`config.mk`:
```
export PLATFORM = sky130hd
export DESIGN_NAME = mcc_slot_cell
export DESIGN_NICKNAME = d
export VERILOG_FILES = /design/src/rtl/assert_macros.svh /design/src/rtl/mcc_pkg.sv /design/src/rtl/mcc_slot_cell.sv
export SDC_FILE = /design/constraint.sdc
export NUM_CORES = 1
export LEC_CHECK = 0
export ABC_AREA = 1
export BUFFER_PORTS_ARGS = -buffer_cell sky130_fd_sc_hd__buf_2
export CORE_AREA = 2 2 135 137
export CTS_CLUSTER_DIAMETER = 40
export DETAILED_ROUTE_END_ITERATION = 6
export DIE_AREA = 0 0 137 139
export PLACE_DENSITY = 0.64
export SLEW_MARGIN = 10
export SYNTH_ARGS = -nofsm -noshare
export SYNTH_HDL_FRONTEND = slang
export SYNTH_SLANG_ARGS = --single-unit
```
`constraint.sdc`:
```
create_clock -name clock -period 4 [get_ports clock]
set_input_delay 0.8 -clock clock [delete_from_list [all_inputs] [get_ports clock]]
set_output_delay 0.8 -clock clock [all_outputs]
set_load 0.03 [all_outputs]
```
`src/rtl/assert_macros.svh`:
```
// Assertion macros used by the RTL. Defining NO_ASSERTIONS removes them.
`ifndef ASSERT_MACROS_SVH
`define ASSERT_MACROS_SVH

`ifndef NO_ASSERTIONS

// Checked on every rising clock edge outside reset.
`define MCC_ASSERT(lbl, clk, rst, prop) \
   lbl: assert property (@(posedge clk) disable iff (rst) prop) \
      else $error("assertion failed");

// Checked on every rising clock edge, reset included.
`define MCC_ASSERT_ALWAYS(lbl, clk, prop) \
   lbl: assert property (@(posedge clk) prop) \
      else $error("assertion failed");

`else

`define MCC_ASSERT(lbl, clk, rst, prop)
`define MCC_ASSERT_ALWAYS(lbl, clk, prop)

`endif

`endif

```
`src/rtl/mcc_pkg.sv`:
```
package mcc_pkg;

   localparam int CONTEXT_MAX_DEF = 16;
   localparam int PATTERN_MAX_DEF = 8;

   localparam int SYMBOL_W  = 8;
   localparam int POS_W     = 5;
   localparam int STATUS_W  = 2;
   localparam int PLEN_W    = 4;
   localparam int CLEN_W    = 5;
   localparam int PBYTES_W  = 64;
   localparam int CSR_IDX_W = 2;

   typedef enum logic [STATUS_W-1:0] {
      ST_NONE     = 2'd0,
      ST_AGREE    = 2'd1,
      ST_CONFLICT = 2'd2
   } slot_status_type;

   typedef enum logic [CSR_IDX_W-1:0] {
      REG_PATTERN_BYTES  = 2'd0,
      REG_PATTERN_LENGTH = 2'd1,
      REG_CONTEXT_LENGTH = 2'd2
   } csr_reg_type;

   typedef struct packed {
      slot_status_type       status;
      logic [SYMBOL_W-1:0]   symbol;
   } slot_type;

   // Per-beat control that every slot cell sees.
   typedef struct packed {
      logic step;
      logic hit;
      logic clear;
   } strm_ctl_type;

endpackage

```
`src/rtl/mcc_slot_cell.sv`:
```
module mcc_slot_cell import mcc_pkg::*; #(
   parameter int SLOT        = 0,
   parameter int CONTEXT_MAX = CONTEXT_MAX_DEF,
   parameter int PATTERN_MAX = PATTERN_MAX_DEF,
   localparam int WIN_DEPTH  = 2 * CONTEXT_MAX + PATTERN_MAX
) (
   input  logic                                clock,
   input  logic                                reset,
   input  strm_ctl_type                        ctl,
   input  logic [PLEN_W-1:0]                   p_eff,
   input  logic [CLEN_W-1:0]                   l_eff,
   input  logic [WIN_DEPTH-1:0][SYMBOL_W-1:0]  win_next,
   output slot_type                            merged
);

   localparam int WIN_IDX_W = (WIN_DEPTH > 1) ? $clog2(WIN_DEPTH) : 1;

   slot_status_type     status_ff;
   logic [SYMBOL_W-1:0] symbol_ff;

   always_comb begin
      logic [WIN_IDX_W-1:0] tap;
      logic [SYMBOL_W-1:0]  seen;
      merged.status = status_ff;
      merged.symbol = symbol_ff;
      tap           = '0;
      seen          = '0;
      if (ctl.hit && (SLOT < 2 * int'(l_eff))) begin
         // Left slots sit before the pattern, right slots after it.
         if (SLOT < int'(l_eff)) begin
            tap = WIN_IDX_W'(WIN_DEPTH - 2 * int'(l_eff) - int'(p_eff) + SLOT);
         end else begin
            tap = WIN_IDX_W'(WIN_DEPTH - 2 * int'(l_eff) + SLOT);
         end
         seen = win_next[tap];
         case (status_ff)
            ST_NONE: begin
               merged.status = ST_AGREE;
               merged.symbol = seen;
            end
            ST_AGREE: begin
               if (symbol_ff != seen) begin
                  merged.status = ST_CONFLICT;
               end
            end
            default: begin
               merged.status = status_ff;
            end
         endcase
      end
   end

   always_ff @(posedge clock) begin
      if (reset) begin
         status_ff <= ST_NONE;
      end else if (ctl.step) begin
         status_ff <= ctl.clear ? ST_NONE : merged.status;
      end
   end

   always_ff @(posedge clock) begin
      if (ctl.step) begin
         symbol_ff <= merged.symbol;
      end
   end

endmodule

```
==> results.md, run 1 <==
- Ports: 344
- Cell Pwr Density: 306 mW/mm^2
- Number of global-route vias before repair: 7713
- Die span in y: 139 microns
- Hold depth: 2
- Cell area after synthesis: 0.00463 sq mm
- Mapped Avg Cell Area: 4.86 sq um
- Req. time, crit path: 3.20 ns
- Setup_tns: -0.843 ns
- Max Cap Viol: 0
- Final period util: 106%
- Setup ws final: -0.240 ns
- Crit. End Element: output port
- Clock group share of total power: 7.7%
- Worst skew pair latency: 0.24 ns
- Post-synth ARST share: 0%
- Slew Viols, Final: 0
- Leading area contributor after synthesis: nand3_1
- CP Launch Point: l_eff[1]
- Final cell count without fillers: 1556
- TritonCTS Sinks: 10
- FF-to-FF path depth: 6
- Final setup viols: 6
- Dpl ws: -0.498 ns
- TritonCTS clock tree: built
- Max Freq: 0.236 GHz
- Seq pwr share: 5.5%
- Routed via count: 8386
- Pint: 1.34 mW
- Mapped Cells: 953
- Drt pass-1 iters: 5
- Max clock buf depth: 2
- Die width: 137 microns
- Status: finished, violations left
- Leak pwr: 4.54 nW
- Initial antenna violation count: 6
- Seq cells post-synth: 10
- Top_reg_cell synth: edfxtp_1
- RR Endpoint: symbol_ff[0]
- Clk root buf: clkbuf_16
- Synth top area cells: nand3_1, nand2_1, edfxtp_1
- Row count: 49
- R2r setup slk: 2.60 ns
- DRT antenna net count: 0
- CTS H-tree depth: 1
- Cts bufs inserted: 3
- Worst Tran Pin Value: 0.779 ns
- Yosys top cell area share: 42.4%
- Power share of the combinational group: 86.7%
- Die ar.: 0.0190 sq mm
- R2r startpoint: status_ff[1]
- VDD IR max: 0.000166 V
- Final wirelength: 28200 microns
- Via/cell ratio: 5.39
- CP Data Arrival Time: 3.44 ns
- Sw Pwr: 1.29 mW
- Post-Place Cells: 1509
- Sw Share: 49.1%
- Seq/Total Area, Yosys: 6.05%
- # nets final: 1664
- DR DRC count: 0
- Final hold vios: 0
- Gr ovfl total: 0
- Layout overhead on the synthesized area: 86.1%
- Most frequent cells after synthesis: nand3_1, nand2_1, buf_2, inv_1
- GP Congestion: 0.843
- GRT Overall Usage: 26.1%
- Routed len/inst: 18.1 microns
- Worst relative slew slack: 48.1%
- Clock period minus worst slack: 4.24 ns
- Clock transition at the registers of the reported paths: 0.04 ns
- Skew final: 0.00173 ns
- Core ar.: 0.0177 sq mm
- DRT iter0 DRCs: 673
- Critical path class: input port to output port
- CP endpoint: merged[8]
- YS warnings: 0
- Largest net degree at the start of global routing: 77
- Starting Density: 26.2%
- DP HPWL: 19900 microns
- Library cells used by synthesis: 29
- Unrepaired setup endpoints after global routing: true
- Setup crit start kind: input port
- Post-synth EDFFs: 8
- Ratio of cells with drive above 1 in the final layout: 45.7%
- Worst Hold Class: flop to flop
- First-pass GRT wire length: 39300 microns
- Port Buffers: 343
- Post-Syn Nets: 1292
- Count leader, synth: nand3_1
- Crit path max fanout: 5
- Failing checks: setup timing
## layer usage
metal / up-vias / global-route usage (%) / share of wire (%)
met5: - / 0 / 0.15
met4: 6 / 9.17 / 3.4
met3: 75 / 3.65 / 8.0
met2: 480 / 46.1 / 49
met1: 3858 / 31.8 / 39
li1: 3967 / - / -
## stage by stage
| step | hold WS [ns] | total power, mW | util (%) | cell area, sq um |
|---|---|---|---|---|
| finish | 0.496 | 2.63 | 48.8 | 8620 |
| global route | 0.529 | 2.80 | 48.8 | 8620 |
| CTS | 0.496 | 2.33 | 45.3 | 8000 |
| detailed placement | 0.490 | 1.71 | 39.3 | 6940 |
| global placement | 0.472 | 1.71 | 39.3 | 6940 |
| floorplan | 0.451 | 1.04 | - | 4640 |
## placed cells by master (no fill, tap or decap), types with 3 or more instances in the layout
master / n
nand2_1: 342
buf_2: 331
nand3_1: 306
nand3_2: 81
buf_4: 48
inv_1: 29
nand2_2: 28
buf_12: 27
buf_6: 16
clkbuf_16: 10
a21oi_1: 8
buf_16: 8
edfxtp_1: 8
nand3_4: 7
nand2_4: 7
nand4_1: 7
nor2_1: 5
inv_2: 5
o21ai_2: 5
a21oi_2: 5
mux2i_1: 4
diode_2: 3
nor2_4: 3
o21ai_4: 3
buf_8: 3
## final cells by class
type	count	area, sq um
inverter	37	149
sequential	10	280
fill	1776	9040
antenna	3	7.51
timing repair buffer	441	3190
multi-input combinational	832	4620
tap	229	287
clock buffer	4	88.8
## kinds of logic after synthesis
family | share of synthesized area, %
flip-flops | 6.05
multiplexers | 1.30
AO/OA/AOI/OAI | 3.24
AND/OR/NAND/NOR | 76.0
buffers and inverters | 11.3
XOR/XNOR | 0.568
adder cells (fa/ha/maj) | 1.51
## sequential cells by signal, summed over array words and instances (netlist names)
| signal | cells |
|---|---|
| symbol_ff | 8 |
| status_ff | 2 |
## worst max-delay path: stages
cell and delay, ns:
buf_6 0.10, inv_4 0.05, ha_4 0.21, ha_4 0.34, xor2_2 0.17, nand2_2 0.13
nand2_8 0.12, buf_12 0.15, buf_12 0.12, nand3_1 0.11, nand3_2 0.11, nand3_2 0.08
nand2_1 0.07, nand2_1 0.06, nand3_2 0.08, nand2_1 0.06, nand2_1 0.06, nand3_1 0.07
nor2_1 0.13, nand2_2 0.11, a21boi_4 0.15, buf_6 0.14
## power by group through the flow
stage | Combinational (mW) | Clock, mW | Sequential (mW)
final | 2.29 | 0.203 | 0.146
after global routing | 2.44 | 0.214 | 0.147
after CTS | 1.98 | 0.205 | 0.146
after detailed placement | 1.56 | 0 | 0.146
after global placement | 1.56 | 0 | 0.148
after floorplan | 0.898 | 0 | 0.144
## worst min path at each step
stage	startpoint	endpoint	slack, ns
final	status_ff[0]	status_ff[0]	0.50
after global routing	status_ff[0]	status_ff[0]	0.53
after CTS	status_ff[0]	status_ff[0]	0.50
after detailed placement	status_ff[0]	status_ff[0]	0.49
after global placement	status_ff[0]	status_ff[0]	0.47
after floorplan	status_ff[0]	status_ff[0]	0.45
## timing repair
action                                  4_1_cts  5_1_grt
hold buffers                                  0        0
resized for setup                           130       93
pin swaps                                    50       26
cloned                                        8        9
endpoints found under the setup margin       10       10
endpoints found under the hold margin         0        0
buffers inserted                             16       10
Note: power is estimated with default switching activity, not from simulation.
==> run 2: changes to the inputs <==
--- a/config.mk
+++ b/config.mk
@@ -6,13 +6,14 @@
 export NUM_CORES = 1
 export LEC_CHECK = 0
 export ABC_AREA = 1
-export BUFFER_PORTS_ARGS = -buffer_cell sky130_fd_sc_hd__buf_2
-export CORE_AREA = 2 2 135 137
+export CORE_AREA = 2 2 134 136
 export CTS_CLUSTER_DIAMETER = 40
 export DETAILED_ROUTE_END_ITERATION = 6
-export DIE_AREA = 0 0 137 139
-export PLACE_DENSITY = 0.64
+export DIE_AREA = 0 0 136 138
+export DONT_BUFFER_PORTS = 1
+export PLACE_DENSITY = 0.46
 export SLEW_MARGIN = 10
 export SYNTH_ARGS = -nofsm -noshare
 export SYNTH_HDL_FRONTEND = slang
 export SYNTH_SLANG_ARGS = --single-unit
+export TNS_END_PERCENT = 20
==> run 2 against run 1 <==
  * The flow still finishes with violations (setup timing)
  * Sequential share of layout area grew 0.99 points
  * Hold slack lost 0.024 ns
  * Register-to-register slack lost 0.15 ns
  * Global-route usage shrank 2.7 points
  * Core utilization shrank 11 points
  * Non-clock buffer count shrank 345
  * Design area shrank 23%
  * Die area shrank 1.4%
  * First-iteration DRC count shrank 16%
  * Maximum frequency grew 5.0%
  * Sequential cell count is the same
  * Critical endpoint unchanged
  * Highest routed layer is now met4
==> results.md, run 2 (synthesis results as in run 1) <==
- Worst Hold Class: flop to flop
- Die width: 136 microns
- HP Start: status_ff[0]
- Register area: 280 sq um
- Final setup viols: 1
- Final cell count without fillers: 1207
- Max clock buf depth: 2
- Commonest non-fill, non-tap cell in the layout: nand2_1
- Design Area, Final: 0.00661 sq mm
- Number of global-route vias before repair: 6171
- GP Congestion: 0.858
- Layout overhead on the synthesized area: 42.7%
- Crit. End Element: output port
- Cell Pwr Density: 340 mW/mm^2
- Row count: 49
- Setup_tns: -0.0370 ns
- Max Cap Viol: 0
- TritonCTS clock tree: built
- Largest net degree at the start of global routing: 120
- Highest-count cells in the layout ignoring fill and taps: nand2_1, nand3_1, nand3_2
- Worst relative slew slack: 67.2%
- DR DRC count: 0
- Max FFs per register: 8
- Crit path max fanout: 5
- Failing checks: setup timing
- Post-DP Area: 0.00528 sq mm
- Clock transition at the registers of the reported paths: 0.04 ns
- # nets final: 1318
- CTS H-tree depth: 1
- DRT iter0 DRCs: 564
- Setup crit start kind: input port
- Area occupied by multi-input gates: 0.00457 sq mm
- Core ar.: 0.0175 sq mm
- Die ar.: 0.0188 sq mm
- Port Buffers: 0
- Via/cell ratio: 5.57
- RR Endpoint: symbol_ff[0]
- Final period util: 101%
- Gr ovfl total: 0
- DRT antenna net count: 0
- Final wirelength: 23700 microns
- GRT Overall Usage: 23.4%
- Skew final: 0.00239 ns
- Drt pass-1 iters: 6
- FF-to-FF path depth: 6
- Critical path class: input port to output port
- Starting Density: 26.4%
- Cts bufs inserted: 3
- R2r startpoint: status_ff[1]
- VDD IR max: 0.000148 V
- Worst Tran Pin Value: 0.492 ns
- TritonCTS Sinks: 10
- Unrepaired setup endpoints after global routing: true
- Req. time, crit path: 3.20 ns
- Routed via count: 6720
- Top flop regs: symbol_ff: 8 flops, status_ff: 2 flops
- Worst skew pair latency: 0.24 ns
- CP Data Arrival Time: 3.24 ns
- # diodes: 0
- Hold depth: 2
- Most flops, register: symbol_ff
- Max Freq: 0.248 GHz
- Slew Viols, Final: 0
- Initial antenna violation count: 0
- DP HPWL: 17900 microns
- Routed len/inst: 19.6 microns
- Clock period minus worst slack: 4.04 ns
- Leak pwr: 3.09 nW
- Cts hold-fix bufs: 0
- Status: finished, violations left
- Clk root buf: clkbuf_16
- R2r setup slk: 2.45 ns
- Min-Delay Endpoint: status_ff[0]
- FILL cells: 1896
- First-pass GRT wire length: 34100 microns
- Setup ws final: -0.0370 ns
- Ratio of cells with drive above 1 in the final layout: 27.0%
- Ports: 344
- Die span in y: 138 microns
- Final hold vios: 0
- Post-Place Cells: 1170
[run 2: changes by cell type in the layout (fill, tap and decap cells not counted), moves of 4 or more]
| cell | change |
|---|---|
| nand3_2 | +9 |
| buf_2 | -331 |
| nand3_1 | -8 |
| clkbuf_16 | -6 |
| buf_4 | +4 |
| buf_6 | -10 |
[run 2: how the worst max path moves through the flow]
stage | slack (ns) | end | startpoint
floorplan | -0.007 | merged[8] | l_eff[0]
global placement | -0.30 | merged[8] | l_eff[0]
detailed placement | -0.31 | merged[9] | l_eff[0]
CTS | -0.03 | merged[8] | l_eff[1]
global route | -0.15 | merged[8] | l_eff[0]
finish | -0.04 | merged[8] | l_eff[1]
[run 2: worst max-delay path, stage by stage]
cell and delay, ns:
inv_4 0.02, ha_4 0.26, ha_4 0.23, a21oi_4 0.17, nand2_2 0.07, nand2_2 0.08, nand3_2 0.10, o21ai_4 0.09
buf_4 0.14, inv_2 0.05, buf_12 0.13, buf_12 0.13, nand3_1 0.08, nand3_1 0.09, nand3_2 0.09, nand3_1 0.07
nand2_1 0.09, nand3_2 0.08, nor2_2 0.11, nand2_2 0.10, a21boi_4 0.26
[run 2: cell type report]
| cell class | count | share of cell area (%) |
|---|---|---|
| Sequential cell | 10 | 4.24 |
| Timing Repair Buffer | 96 | 18.7 |
| Clock buffer | 4 | 1.19 |
| Multi-Input combinational cell | 831 | 69.1 |
| Tap cell | 229 | 4.34 |
| Inverter | 37 | 2.37 |
[run 2: routing by layer]
metal / up-vias / routed length (microns) / track usage, % / share of wire (%)
li1: 3273 / - / - / -
met1: 3051 / 9330 / 28.6 / 39
met2: 352 / 11800 / 42.6 / 50
met3: 44 / 1900 / 2.93 / 8.0
met4: 0 / 717 / 6.25 / 3.0
met5: - / 0 / 0 / 0
[run 2: repair_timing]
| item | CTS | global route |
|---|---|---|
| buffers inserted | 22 | 7 |
| setup endpoints to repair | 8 | 7 |
| cloned | 6 | 1 |
| resized for setup | 104 | 91 |
| pin swaps | 48 | 70 |
[run 2: per-stage QoR]
stage / utilization [%] / hold slack [ns] / worst slack [ns] / power, mW
after floorplan: - / 0.451 / -0.00686 / 1.04
after global placement: 30.1 / 0.472 / -0.300 / 1.57
after detailed placement: 30.1 / 0.470 / -0.310 / 1.57
after CTS: 35.1 / 0.475 / -0.0284 / 2.09
after global routing: 37.7 / 0.493 / -0.152 / 2.43
final: 37.7 / 0.472 / -0.0370 / 2.25
[run 2: report_power, final]
group          leakage [nW]  switching, mW  internal (mW)
sequential           0.0952        0.00944          0.137
clock                0.0382         0.0457          0.133
combinational          2.96           1.07          0.850
