[src/rtl/assert_macros.svh]
// Assertion macros used by the RTL. Defining NO_ASSERTIONS removes them.
`ifndef ASSERT_MACROS_SVH
`define ASSERT_MACROS_SVH

`ifndef NO_ASSERTIONS

// Checked on every rising clock edge outside reset.
`define MCC_ASSERT(lbl, clk, rst, prop) \
   lbl: assert property (@(posedge clk) disable iff (rst) prop) \
      else $error("assertion failed");

// Checked on every rising clock edge, reset included.
`define MCC_ASSERT_ALWAYS(lbl, clk, prop) \
   lbl: assert property (@(posedge clk) prop) \
      else $error("assertion failed");

`else

`define MCC_ASSERT(lbl, clk, rst, prop)
`define MCC_ASSERT_ALWAYS(lbl, clk, prop)

`endif

`endif

[src/rtl/mcc_pkg.sv]
package mcc_pkg;

   localparam int CONTEXT_MAX_DEF = 16;
   localparam int PATTERN_MAX_DEF = 8;

   localparam int SYMBOL_W  = 8;
   localparam int POS_W     = 5;
   localparam int STATUS_W  = 2;
   localparam int PLEN_W    = 4;
   localparam int CLEN_W    = 5;
   localparam int PBYTES_W  = 64;
   localparam int CSR_IDX_W = 2;

   typedef enum logic [STATUS_W-1:0] {
      ST_NONE     = 2'd0,
      ST_AGREE    = 2'd1,
      ST_CONFLICT = 2'd2
   } slot_status_type;

   typedef enum logic [CSR_IDX_W-1:0] {
      REG_PATTERN_BYTES  = 2'd0,
      REG_PATTERN_LENGTH = 2'd1,
      REG_CONTEXT_LENGTH = 2'd2
   } csr_reg_type;

   typedef struct packed {
      slot_status_type       status;
      logic [SYMBOL_W-1:0]   symbol;
   } slot_type;

   // Per-beat control that every slot cell sees.
   typedef struct packed {
      logic step;
      logic hit;
      logic clear;
   } strm_ctl_type;

endpackage

[src/rtl/mcc_if.sv]


interface mcc_rsp_if import mcc_pkg::*; ();
   logic                valid;
   logic                ready;
   logic [POS_W-1:0]    position;
   logic [SYMBOL_W-1:0] consensus_symbol;
   logic [STATUS_W-1:0] status;
   logic                is_last;

   modport source (output valid, output position, output consensus_symbol,
                   output status, output is_last, input ready);
   modport sink   (input valid, input position, input consensus_symbol,
                   input status, input is_last, output ready);
endinterface


[src/rtl/mcc_report.sv]
`include "assert_macros.svh"

module mcc_report import mcc_pkg::*; #(
   parameter int CONTEXT_MAX = CONTEXT_MAX_DEF,
   localparam int SLOT_DEPTH = 2 * CONTEXT_MAX
) (
   input  logic                       clock,
   input  logic                       reset,
   input  logic                       load,
   input  slot_type [SLOT_DEPTH-1:0]  slots,
   input  logic [CLEN_W-1:0]          l_eff,
   output logic                       free,
   mcc_rsp_if.source                  rsp_chan
);

   localparam int CNT_W = $clog2(SLOT_DEPTH + 1);

   slot_type [SLOT_DEPTH-1:0] rep_ff;
   logic [CNT_W-1:0]          count_ff;
   logic [POS_W-1:0]          pos_ff;
   logic                      shift;

   assign shift = rsp_chan.valid && rsp_chan.ready;
   // A new report may load while the last beat of the previous one leaves.
   assign free  = (count_ff == '0) || ((count_ff == CNT_W'(1)) && rsp_chan.ready);

   assign rsp_chan.valid            = (count_ff != '0);
   assign rsp_chan.position         = pos_ff;
   assign rsp_chan.consensus_symbol = rep_ff[0].symbol;
   assign rsp_chan.status           = STATUS_W'(rep_ff[0].status);
   assign rsp_chan.is_last          = (count_ff == CNT_W'(1));

   always_ff @(posedge clock) begin
      if (reset) begin
         count_ff <= '0;
         pos_ff   <= '0;
      end else if (load) begin
         count_ff <= CNT_W'(2 * int'(l_eff));
         pos_ff   <= '0;
      end else if (shift) begin
         count_ff <= count_ff - CNT_W'(1);
         pos_ff   <= pos_ff + POS_W'(1);
      end
   end

   // The report cells pass their beat toward the head one place per taken beat.
   always_ff @(posedge clock) begin
      if (load) begin
         for (int i = 0; i < SLOT_DEPTH; i++) begin
            rep_ff[i].status <= slots[i].status;
            rep_ff[i].symbol <= (slots[i].status == ST_AGREE) ? slots[i].symbol : '0;
         end
      end else if (shift) begin
         for (int i = 0; i < SLOT_DEPTH - 1; i++) begin
            rep_ff[i] <= rep_ff[i + 1];
         end
      end
   end

   `MCC_ASSERT(a_load_only_when_free, clock, reset, load |-> (count_ff == '0) || ((count_ff == CNT_W'(1)) && rsp_chan.ready))
   `MCC_ASSERT(a_load_starts_report, clock, reset, load |=> (count_ff != '0) && (pos_ff == '0))
   `MCC_ASSERT(a_drain_advances, clock, reset, (shift && !load) |=> (count_ff == $past(count_ff) - CNT_W'(1)) && (pos_ff == $past(pos_ff) + POS_W'(1)))
   `MCC_ASSERT(a_idle_holds, clock, reset, (!shift && !load) |=> $stable(count_ff) && $stable(pos_ff))

endmodule
[src/flat_wrapper.sv]
// flat-port wrapper written by rule: the top's interface ports become plain ports
module mcc_report_flat import mcc_pkg::*;
#(
   parameter int CONTEXT_MAX = CONTEXT_MAX_DEF,
   localparam int SLOT_DEPTH = 2 * CONTEXT_MAX
)
  (clock, reset, load, slots, l_eff, free, rsp_chan_valid, rsp_chan_position, rsp_chan_consensus_symbol, rsp_chan_status, rsp_chan_is_last, rsp_chan_ready);
  mcc_rsp_if rsp_chan_i ();
  input  logic clock;
  input  logic reset;
  input  logic load;
  input  slot_type [SLOT_DEPTH-1:0] slots;
  input  logic [CLEN_W-1:0] l_eff;
  output logic free;
  output wire logic [$bits(rsp_chan_i.valid)-1:0] rsp_chan_valid;
  output wire logic [$bits(rsp_chan_i.position)-1:0] rsp_chan_position;
  output wire logic [$bits(rsp_chan_i.consensus_symbol)-1:0] rsp_chan_consensus_symbol;
  output wire logic [$bits(rsp_chan_i.status)-1:0] rsp_chan_status;
  output wire logic [$bits(rsp_chan_i.is_last)-1:0] rsp_chan_is_last;
  input wire logic [$bits(rsp_chan_i.ready)-1:0] rsp_chan_ready;
  assign rsp_chan_valid = rsp_chan_i.valid;
  assign rsp_chan_position = rsp_chan_i.position;
  assign rsp_chan_consensus_symbol = rsp_chan_i.consensus_symbol;
  assign rsp_chan_status = rsp_chan_i.status;
  assign rsp_chan_is_last = rsp_chan_i.is_last;
  assign rsp_chan_i.ready = rsp_chan_ready;
  mcc_report #(.CONTEXT_MAX(CONTEXT_MAX)) u_core (.clock(clock), .reset(reset), .load(load), .slots(slots), .l_eff(l_eff), .free(free), .rsp_chan(rsp_chan_i));
endmodule
[config.mk]
export PLATFORM = sky130hd
export DESIGN_NAME = mcc_report_flat
export DESIGN_NICKNAME = d
export VERILOG_FILES = /design/src/rtl/mcc_pkg.sv /design/src/rtl/mcc_if.sv /design/src/rtl/mcc_report.sv /design/src/flat_wrapper.sv
export VERILOG_INCLUDE_DIRS = /design/src /design/src/rtl
export SDC_FILE = /design/constraint.sdc
export NUM_CORES = 1
export LEC_CHECK = 0
export ABC_AREA = 1
export ABC_CLOCK_PERIOD_IN_PS = 32400
export BUFFER_PORTS_ARGS = -buffer_cell sky130_fd_sc_hd__buf_2
export CAP_MARGIN = 20
export CORE_UTILIZATION = 40
export CTS_BUF_LIST = sky130_fd_sc_hd__clkbuf_4
export DETAILED_ROUTE_END_ITERATION = 8
export HOLD_SLACK_MARGIN = 0.03
export SKIP_CTS_REPAIR_TIMING = 1
export SYNTH_ARGS = -nofsm -noshare
export SYNTH_HDL_FRONTEND = slang
export SYNTH_SLANG_ARGS = --single-unit
[constraint.sdc]
create_clock -name clock -period 32.4 [get_ports clock]
set_input_delay 9.72 -clock clock [delete_from_list [all_inputs] [get_ports clock]]
set_output_delay 9.72 -clock clock [all_outputs]
set_load 0.02 [all_outputs]
==> key figures, run 1 <==
Status
  – Outcome: completed

Placement
  – Final HPWL DP: 24,300 um
  – Port Buffers: between 300 and 400
  – Placer Congestion: about 0.8
  – Placed cells: between 2,000 and 2,500
  – DP Worst Slack: roughly 12 ns

CTS
  – Number of buffers created by CTS: 88
  – CTS tree: done
  – Clk_lat worst skew: 0.75 ns
  – Maximum clock path buffer count: 3
  – H-tree Lvls: 3
  – Sink Count: between 300 and 400
  – Clock Pin Slew Worst Setup and Hold Paths: 0.06 ns
  – Clk root buf: clkbuf_4

Timing
  – Max Clock Freq: 50.2 MHz
  – RSZ-0062 raised after global routing: false
  – Slew HR: a little under a third
  – Final TNS setup: 0 ns
  – Final worst slack: 12.50 ns
  – Least-Margin Pin Slew: 1.04 ns
  – Hold Fails Final Rpt: 0
  – Final Skew: between 0.03 and 0.04 ns
  – Fin crit share: approximately three fifths
  – WHS: roughly 0.50 ns
  – Final setup vio count: 0
  – Final count of pins violating max slew: 0
  – Fin crit period: 19.90 ns

Setup path
  – CP Capture Point: free
  – Reg2reg setup slack: between 20 and 30 ns
  – CP max stage delay: 0.18 ns
  – CP cell instances: buf_2, nand2_1, nand2_1, buf_2
  – FF-to-FF path depth: 8
  – Startpoint Class: input port
  – Setup crit end kind: output port
  – Crit path kind: input port to output port
  – Setup crit start: rsp_chan_ready
  – Crit path max-delay family: buffers and inverters
  – Worst Path Buf+Inv: 2
  – RR Startpoint: u_core.count_ff[0]
  – RR Endpoint: u_core.rep_ff[25]
  – Worst Path Arrival: 10.18 ns
  – Worst path depth: 4
  – Worst path slowest cell: buf_2
  – Critical path peak fanout: 7
  – Req. time, crit path: 22.68 ns

Die
  – Rows: 70
  – Ports: 347
  – Initial Utilization: between 40% and 50%
  – Core Area: approximately 37,000 um2
  – Die Y: about 190 um
  – Die width: 195 um
  – Die Area: 38,000 um2

Logic synthesis
  – Warnings, synthesis: 0
  – Post-synthesis register bit count: 331
  – Post-synth EDFFs: 320
  – Mean Syn Cell Area: around 10 um2
  – Leading area contributor after synthesis: edfxtp_1
  – Cell variety after synth: 28
  – Async S/R FF share, synth: 0%
  – Top_reg_cell synth: edfxtp_1
  – Synth area leaders: edfxtp_1, nand2_1, o21ai_0, o21a_1, dfxtp_1
  – Top-count cell post-synth: nand2_1
  – Post-synth top area share: roughly 65%
  – Top cell types by occurrence after synthesis: nand2_1, edfxtp_1, o21ai_0
  – Mapped Cells: 1,462
  – Post-Syn Nets: 1,794
  – Post-Syn Area: between 10,000 and 15,000 um2
  – Sequential area share after synthesis: between 60% and 70%

Final layout
  – Syn-to-layout area delta: 20.1%
  – Filler cells: approximately 3,400
  – Post-route insts no fill: 2,325
  – Share of cells above drive strength 1: between 20 and 30%
  – Final Core Density: about half
  – Post-layout nets: 2,122

Power
  – Maximum vdd drop: between 0.02 and 0.03 mV
  – Pleak: ~7.6 nW
  – Power per cell area: between 50 and 60 nW/um2

Global routing
  – Largest net degree at the start of global routing: 144
  – Antenna violations before repair: 8
  – Global-route wire length before repair: 56,400 um
  – Grt ovf: 0
  – Gr usage total: 18.8%
  – Vias in the first global route: roughly 11,000

Drt
  – DRT Pass-1 Iters: 5
  – WL/cell: between 15 and 20 um
  – Via density: ~4.9
  – DR DRC count: 0
  – Via count: around 11,000
  – 1st-iter DRT viols: roughly 750
  – Final wirelength: roughly 36,000 um
  – Post-route ant nets: 0

Worst hold path
  – Hold crit path type: flip-flop to flip-flop

Flow run
  – Max cap viols: 0
-- layout make-up --
cell class / instances / area, um2 / area share (%)
Multi-Input combinational cell: 990 / 4390 / 24.6
Inverter: 25 / 101 / 0.567
Timing Repair Buffer: 354 / 1830 / 10.3
Clock buffer: 128 / 961 / 5.38
Antenna cell: 4 / 10.0 / 0.0560
Clock inverter: 25 / 164 / 0.917
Sequential cell: 331 / 9830 / 55.0
Tap cell: 468 / 586 / 3.28
-- placed cells by master (no fill, tap or decap) --
cell and count:
a21oi_1 5, buf_16 2, buf_2 345, buf_4 7, bufinv_16 2, clkbuf_4 128, clkinv_1 17, clkinv_2 1
clkinv_4 1, clkinvlp_4 3, dfxtp_1 11, diode_2 4, edfxtp_1 320, ha_1 3, inv_1 24, inv_2 1
inv_8 1, nand2_1 619, nand2_4 2, nand3_1 12, nand3_4 1, nand4_1 4, nor2_1 27, nor2_2 1
o21a_1 31, o21ai_0 197, o21ai_1 38, o21ai_2 16, or2_0 24, or2_1 5, or2_2 2, xnor2_1 1
xor2_1 2
-- layer usage --
| metal | GRT usage, % | share of wire (%) | up-vias |
|---|---|---|---|
| li1 | - | - | 5645 |
| met1 | 24.6 | 44 | 5301 |
| met2 | 30.0 | 47 | 361 |
| met3 | 5.45 | 6.9 | 47 |
| met4 | 6.30 | 1.3 | 12 |
| met5 | 0 | 0.20 | - |
-- flip-flops by register name, summed over array words and instances, names as in the netlist --
name                              cells
u_core.count_ff                       6
u_core.rep_ff                       310
u_core.rsp_chan.consensus_symbol      8
u_core.rsp_chan.position              5
u_core.rsp_chan.status                2
-- worst min-delay path by stage --
| stage | start | endpoint | slack, ns | depth (start not counted) |
|---|---|---|---|---|
| after global routing | u_core.rep_ff[168] | u_core.rep_ff[158] | 0.53 | 2 |
| after global placement | u_core.rsp_chan.position[4] | u_core.rsp_chan.position[4] | 0.48 | 2 |
| after CTS | u_core.rep_ff[188] | u_core.rep_ff[178] | 0.50 | 2 |
| final | u_core.rsp_chan.position[4] | u_core.rsp_chan.position[4] | 0.50 | 2 |
| after detailed placement | u_core.rep_ff[308] | u_core.rep_ff[298] | 0.50 | 2 |
| after floorplan | u_core.rep_ff[118] | u_core.rep_ff[108] | 0.49 | 2 |
-- worst reg2reg max path: stages (launching register included) --
cell     delay, ns
dfxtp_1       0.34
inv_1         0.10
ha_1          0.29
nand3_4       0.17
nand2_4       0.15
nand2_4       0.47
buf_16        0.31
buf_4         0.63
buf_4         0.89
-- kinds of logic (layout without fill, tap and decap cells) --
family / count (synthesis) / in the layout / share of synthesized area [%]
AND/OR/NAND/NOR: 697 / 697 / 18.4
flip-flops: 331 / 331 / 66.0
AO/OA/AOI/OAI: 287 / 287 / 10.6
buffers and inverters: 141 / 532 / 4.55
adder cells (fa/ha/maj): 3 / 3 / 0.252
XOR/XNOR: 3 / 3 / 0.177
other: 0 / 4 / 0
-- metrics by stage --
step                total power [mW]  area (um2)
global route                    1.09       17900
CTS                             1.05       17800
detailed placement             0.674       16700
global placement               0.671       16700
finish                          1.03       17900
floorplan                      0.639       14900
-- power breakdown --
| part | total, mW | internal, mW | switching, mW |
|---|---|---|---|
| logic | 0.111 | 0.0401 | 0.0712 |
| registers | 0.552 | 0.537 | 0.0150 |
| clock network | 0.367 | 0.197 | 0.170 |
(Power assumes the default switching activity.)
==> run 2: changes to the inputs <==
ABC_CLOCK_PERIOD_IN_PS = 17250   (was 32400)
clock period = 17.25 ns   (was 32.4 ns; I/O delays follow)
==> key figures, run 2 (synthesis gave the netlist of run 1 again) <==
Status
  – Outcome: completed

Setup path
  – RR Endpoint: u_core.rep_ff[39]
  – Req. time, crit path: approximately 12 ns
  – CP max stage delay: 0.18 ns
  – Worst Path Buf+Inv: 2
  – RR Startpoint: u_core.count_ff[0]
  – Crit path kind: input port to output port
  – Critical path peak fanout: 7
  – Startpoint Class: input port
  – Setup crit end kind: output port
  – Reg2reg setup slack: 13.96 ns
  – FF-to-FF path depth: 7
  – CP cell instances: buf_2, nand2_1, nand2_1, buf_2
  – Worst Path Arrival: 5.64 ns
  – Worst path slowest cell: buf_2
  – Crit path max-delay family: buffers and inverters

Die
  – Rows: 70
  – Core Area: roughly 37,000 um2
  – Ports: around 350
  – Die Y: slightly below 200 um
  – Die width: a little under 200 um
  – Die Area: 38,000 um2
  – Initial Utilization: between 40% and 50%

Placement
  – Placer Congestion: just over 0.8
  – Final HPWL DP: around 24,000 um
  – Dpl cell area: 16,700 um2
  – Port Buffers: around 350

CTS
  – Clock Pin Slew Worst Setup and Hold Paths: 0.06 ns
  – Number of buffers created by CTS: about 90
  – CTS tree: done
  – H-tree Lvls: 3
  – Clk_lat worst skew: around 0.73 ns
  – Maximum clock path buffer count: 3
  – Sink Count: 331
  – Clk root buf: clkbuf_4

Worst hold path
  – Hold worst-path end: u_core.rep_ff[178]
  – Hold crit path type: flip-flop to flip-flop
  – WHS Path Cells: 2
  – Hold Startpoint: u_core.rep_ff[188]

Global routing
  – Antenna violations before repair: 11
  – Global-route wire length before repair: 56,300 um
  – Vias in the first global route: ~11,000
  – Largest net degree at the start of global routing: 166
  – Gr usage total: between 10% and 20%
  – Grt ovf: 0

Timing
  – Final setup vio count: 0
  – RSZ-0062 raised after global routing: false
  – Fin crit share: between 60% and 70%
  – Final TNS setup: 0 ns
  – Max Clock Freq: 92.5 MHz
  – Fin crit period: 10.81 ns
  – Final count of pins violating max slew: 0
  – Hold Fails Final Rpt: 0
  – Least-Margin Pin Slew: 1.11 ns
  – WHS: 0.495 ns
  – Final Skew: 0.0420 ns
  – Slew HR: a little over a quarter

Final layout
  – Most frequent cells in the layout: nand2_1, buf_2, edfxtp_1
  – Syn-to-layout area delta: 19.7%
  – Most common cell after layout, fill and taps aside: nand2_1
  – Post-layout nets: between 2,000 and 2,500
  – Max FFs per register: between 300 and 400
  – Fin area: roughly 18,000 um2
  – Share of cells above drive strength 1: approximately 28%
  – Biggest register: u_core.rep_ff

Power
  – Pleak: ~7.6 nW
  – Power per cell area: about 110 nW/um2
  – Pwr Total: between 1.5 and 2 mW
  – Maximum vdd drop: 0.0506 mV

Drt
  – Via count: approximately 11,000
  – DR DRC count: 0
  – WL/cell: between 15 and 20 um
  – 1st-iter DRT viols: a little under 700
  – Via density: just under 5
  – DRT Pass-1 Iters: 5
  – Post-route ant nets: 0
  – Final wirelength: approximately 36,000 um

Flow run
  – Max cap viols: 0
run 2: changes by cell type in the layout (fill, tap and decap cells not counted), moves of 2 or more:
cell / change
clkinv_1: -10
clkinvlp_4: -3
clkbuf_4: +10
inv_2: +2
run 2: worst max path at each step:
stage,startpoint,end,slack (ns),cells past startpoint
floorplan,load,u_core.rep_ff[100],4.00,6
global placement,rsp_chan_ready,free,6.40,4
detailed placement,rsp_chan_ready,free,6.42,4
CTS,rsp_chan_ready,free,6.42,4
global route,rsp_chan_ready,free,6.35,4
finish,rsp_chan_ready,free,6.44,4
run 2: per-layer routing:
layer | part of all wire [%] | vias to the layer above | global-route usage [%]
met3 | 7.3 | 63 | 5.45
met2 | 48 | 390 | 29.6
li1 | - | 5633 | -
met5 | 0.26 | - | 0
met1 | 43 | 5189 | 24.4
met4 | 1.9 | 14 | 7.03
run 2: worst reg2reg max path, delay by kind of cell, from the launching register on:
kind	cells	cell delay, ns
buffers and inverters	3	1.69
and+or+nand+nor	3	0.54
DFF	1	0.34
adders and majority gates	1	0.29
run 2: area by class of cell:
class	count	area, um2
clock buffers	138	1040
repair buffers	353	1810
well taps	468	586
fillers	3522	18800
clock inverters	11	67.6
flip-flops and latches	331	9830
diodes	4	10.0
multi-input cells	990	4390
inverters	25	101
run 2: metrics by stage:
step	instances	setup slack [ns]	utilization [%]
2_1_floorplan	1462	4.00	-
6_report	2320	6.44	48.7
4_1_cts	2315	6.42	48.6
3_3_place_gp	2166	6.40	45.6
3_5_place_dp	2166	6.42	45.6
5_1_grt	2317	6.35	48.7
run 2: report_power, final:
part	total [mW]	switching (mW)	internal [mW]
clock network	0.683	0.310	0.374
logic	0.205	0.131	0.0740
registers	1.04	0.0303	1.01
total	1.93	0.471	1.46
==> run 3: changes to the inputs <==
ABC_CLOCK_PERIOD_IN_PS = 9200   (was 17250)
clock period = 9.2 ns   (was 17.25 ns; I/O delays follow)
==> key figures, run 3 (synthesis gave the netlist of run 1 again) <==
Final layout
  – Fin area: ~18,000 um2
  – Syn-to-layout area delta: 20.2%
  – Post-route insts no fill: ~2,300
  – Biggest register: u_core.rep_ff
  – Most frequent cells in the layout: nand2_1, buf_2, edfxtp_1
  – Final Core Density: around half
  – Share of cells above drive strength 1: between 20% and 30%
  – Most common cell after layout, fill and taps aside: nand2_1
  – Max FFs per register: 310
  – Filler cells: around 3,500
  – Post-layout nets: about 2,100

Setup path
  – Critical path peak fanout: 7
  – RR Startpoint: u_core.count_ff[0]
  – Worst Path Arrival: 3.25 ns
  – Crit path kind: input port to output port
  – Worst path slowest cell: buf_2
  – Worst Path Buf+Inv: 2
  – FF-to-FF path depth: 6
  – CP cell instances: buf_2, nand2_1, nand2_1, buf_2
  – Reg2reg setup slack: ~6.4 ns
  – Crit path max-delay family: buffers and inverters
  – Req. time, crit path: around 6.4 ns
  – Startpoint Class: input port
  – Setup crit end kind: output port
  – CP max stage delay: approximately 0.19 ns
  – RR Endpoint: u_core.rep_ff[38]

Status
  – Outcome: completed

Placement
  – Placer Congestion: 0.865
  – Placed cells: 2,165
  – Final HPWL DP: roughly 24,000 um
  – Port Buffers: 346
  – Dpl cell area: ~17,000 um2
  – DP Worst Slack: ~3.2 ns

Worst hold path
  – Hold worst-path end: u_core.rep_ff[138]
  – WHS Path Cells: 2
  – Hold crit path type: flip-flop to flip-flop
  – Hold Startpoint: u_core.rep_ff[148]

Power
  – Pleak: 7.57 nW
  – Pwr Total: 3.67 mW
  – Maximum vdd drop: approximately 0.079 mV
  – Power per cell area: between 200 and 250 nW/um2

Global routing
  – Antenna violations before repair: 8
  – Global-route wire length before repair: about 56,000 um
  – Grt ovf: 0
  – Gr usage total: 18.6%
  – Vias in the first global route: roughly 11,000
  – Largest net degree at the start of global routing: ~170

Timing
  – Hold Fails Final Rpt: 0
  – Final setup vio count: 0
  – Slew HR: 28.9%
  – RSZ-0062 raised after global routing: false
  – Final worst slack: approximately 3.2 ns
  – Final TNS setup: 0 ns
  – WHS: 0.486 ns
  – Max Clock Freq: 166 MHz
  – Final count of pins violating max slew: 0
  – Fin crit period: 6.01 ns
  – Fin crit share: between 60% and 70%
  – Final Skew: slightly below 0.06 ns
  – Least-Margin Pin Slew: roughly 1.1 ns

Drt
  – Via count: around 11,000
  – DRT Pass-1 Iters: 5
  – 1st-iter DRT viols: a little under 700
  – Post-route ant nets: 0
  – DR DRC count: 0
  – Final wirelength: about 36,000 um
  – Via density: around 5
  – WL/cell: between 15 and 20 um

Die
  – Ports: approximately 350
  – Rows: 70
  – Initial Utilization: around two fifths
  – Core Area: 36,600 um2
  – Die Area: approximately 38,000 um2
  – Die Y: between 150 and 200 um
  – Die width: between 150 and 200 um

CTS
  – CTS tree: done
  – H-tree Lvls: 3
  – Maximum clock path buffer count: 3
  – Number of buffers created by CTS: slightly below 90
  – Clk_lat worst skew: between 0.7 and 0.8 ns
  – Clk root buf: clkbuf_4
  – Clock Pin Slew Worst Setup and Hold Paths: approximately 0.06 ns
  – Sink Count: roughly 330

Flow run
  – Max cap viols: 0
run 3: cell count changes in the layout (fill, tap and decap cells not counted), moves of 2 or more:
| cell | change |
|---|---|
| clkinv_1 | +23 |
| buf_4 | -2 |
| clkinv_2 | +2 |
| bufinv_16 | +3 |
| inv_2 | -2 |
| clkbuf_4 | -18 |
run 3: power by group:
group | internal [mW] | switching [mW]
clock network | 0.719 | 0.614
logic | 0.140 | 0.248
registers | 1.89 | 0.0564
run 3: layout make-up:
class                           instances  area, um2  area share [%]
Clock inverter                         38        254            1.42
Antenna cell                            5       12.5          0.0699
Tap cell                              468        586            3.27
Sequential cell                       331       9830            54.9
Timing Repair Buffer                  352       1810            10.1
Inverter                               25        101           0.566
Clock buffer                          120        901            5.03
Multi-Input combinational cell        990       4400            24.6
run 3: how the worst max path moves through the flow:
stage | start | endpoint | slack (ns) | cells after the start
floorplan | load | u_core.rep_ff[100] | 1.58 | 6
global placement | rsp_chan_ready | free | 3.18 | 4
detailed placement | rsp_chan_ready | free | 3.18 | 4
CTS | rsp_chan_ready | free | 3.18 | 4
global route | rsp_chan_ready | free | 3.16 | 4
finish | rsp_chan_ready | free | 3.19 | 4
run 3: metal layers:
metal / vias to the layer above / share of wire (%) / global-route usage (%) / routed length, um
met1: 5331 / 44 / 24.4 / 15800
met2: 374 / 47 / 29.0 / 16800
met4: 10 / 2.4 / 7.67 / 867
met5: - / 0.17 / 0 / 62
met3: 80 / 6.6 / 5.15 / 2360
li1: 5660 / - / - / -
run 3: worst reg2reg max path, delay by kind of cell, from the launching register on:
| family | cells | cell delay, ns |
|---|---|---|
| AND/OR/NAND/NOR | 3 | 0.76 |
| flip-flops | 1 | 0.34 |
| buffers and inverters | 2 | 0.66 |
| adder cells (fa/ha/maj) | 1 | 0.29 |
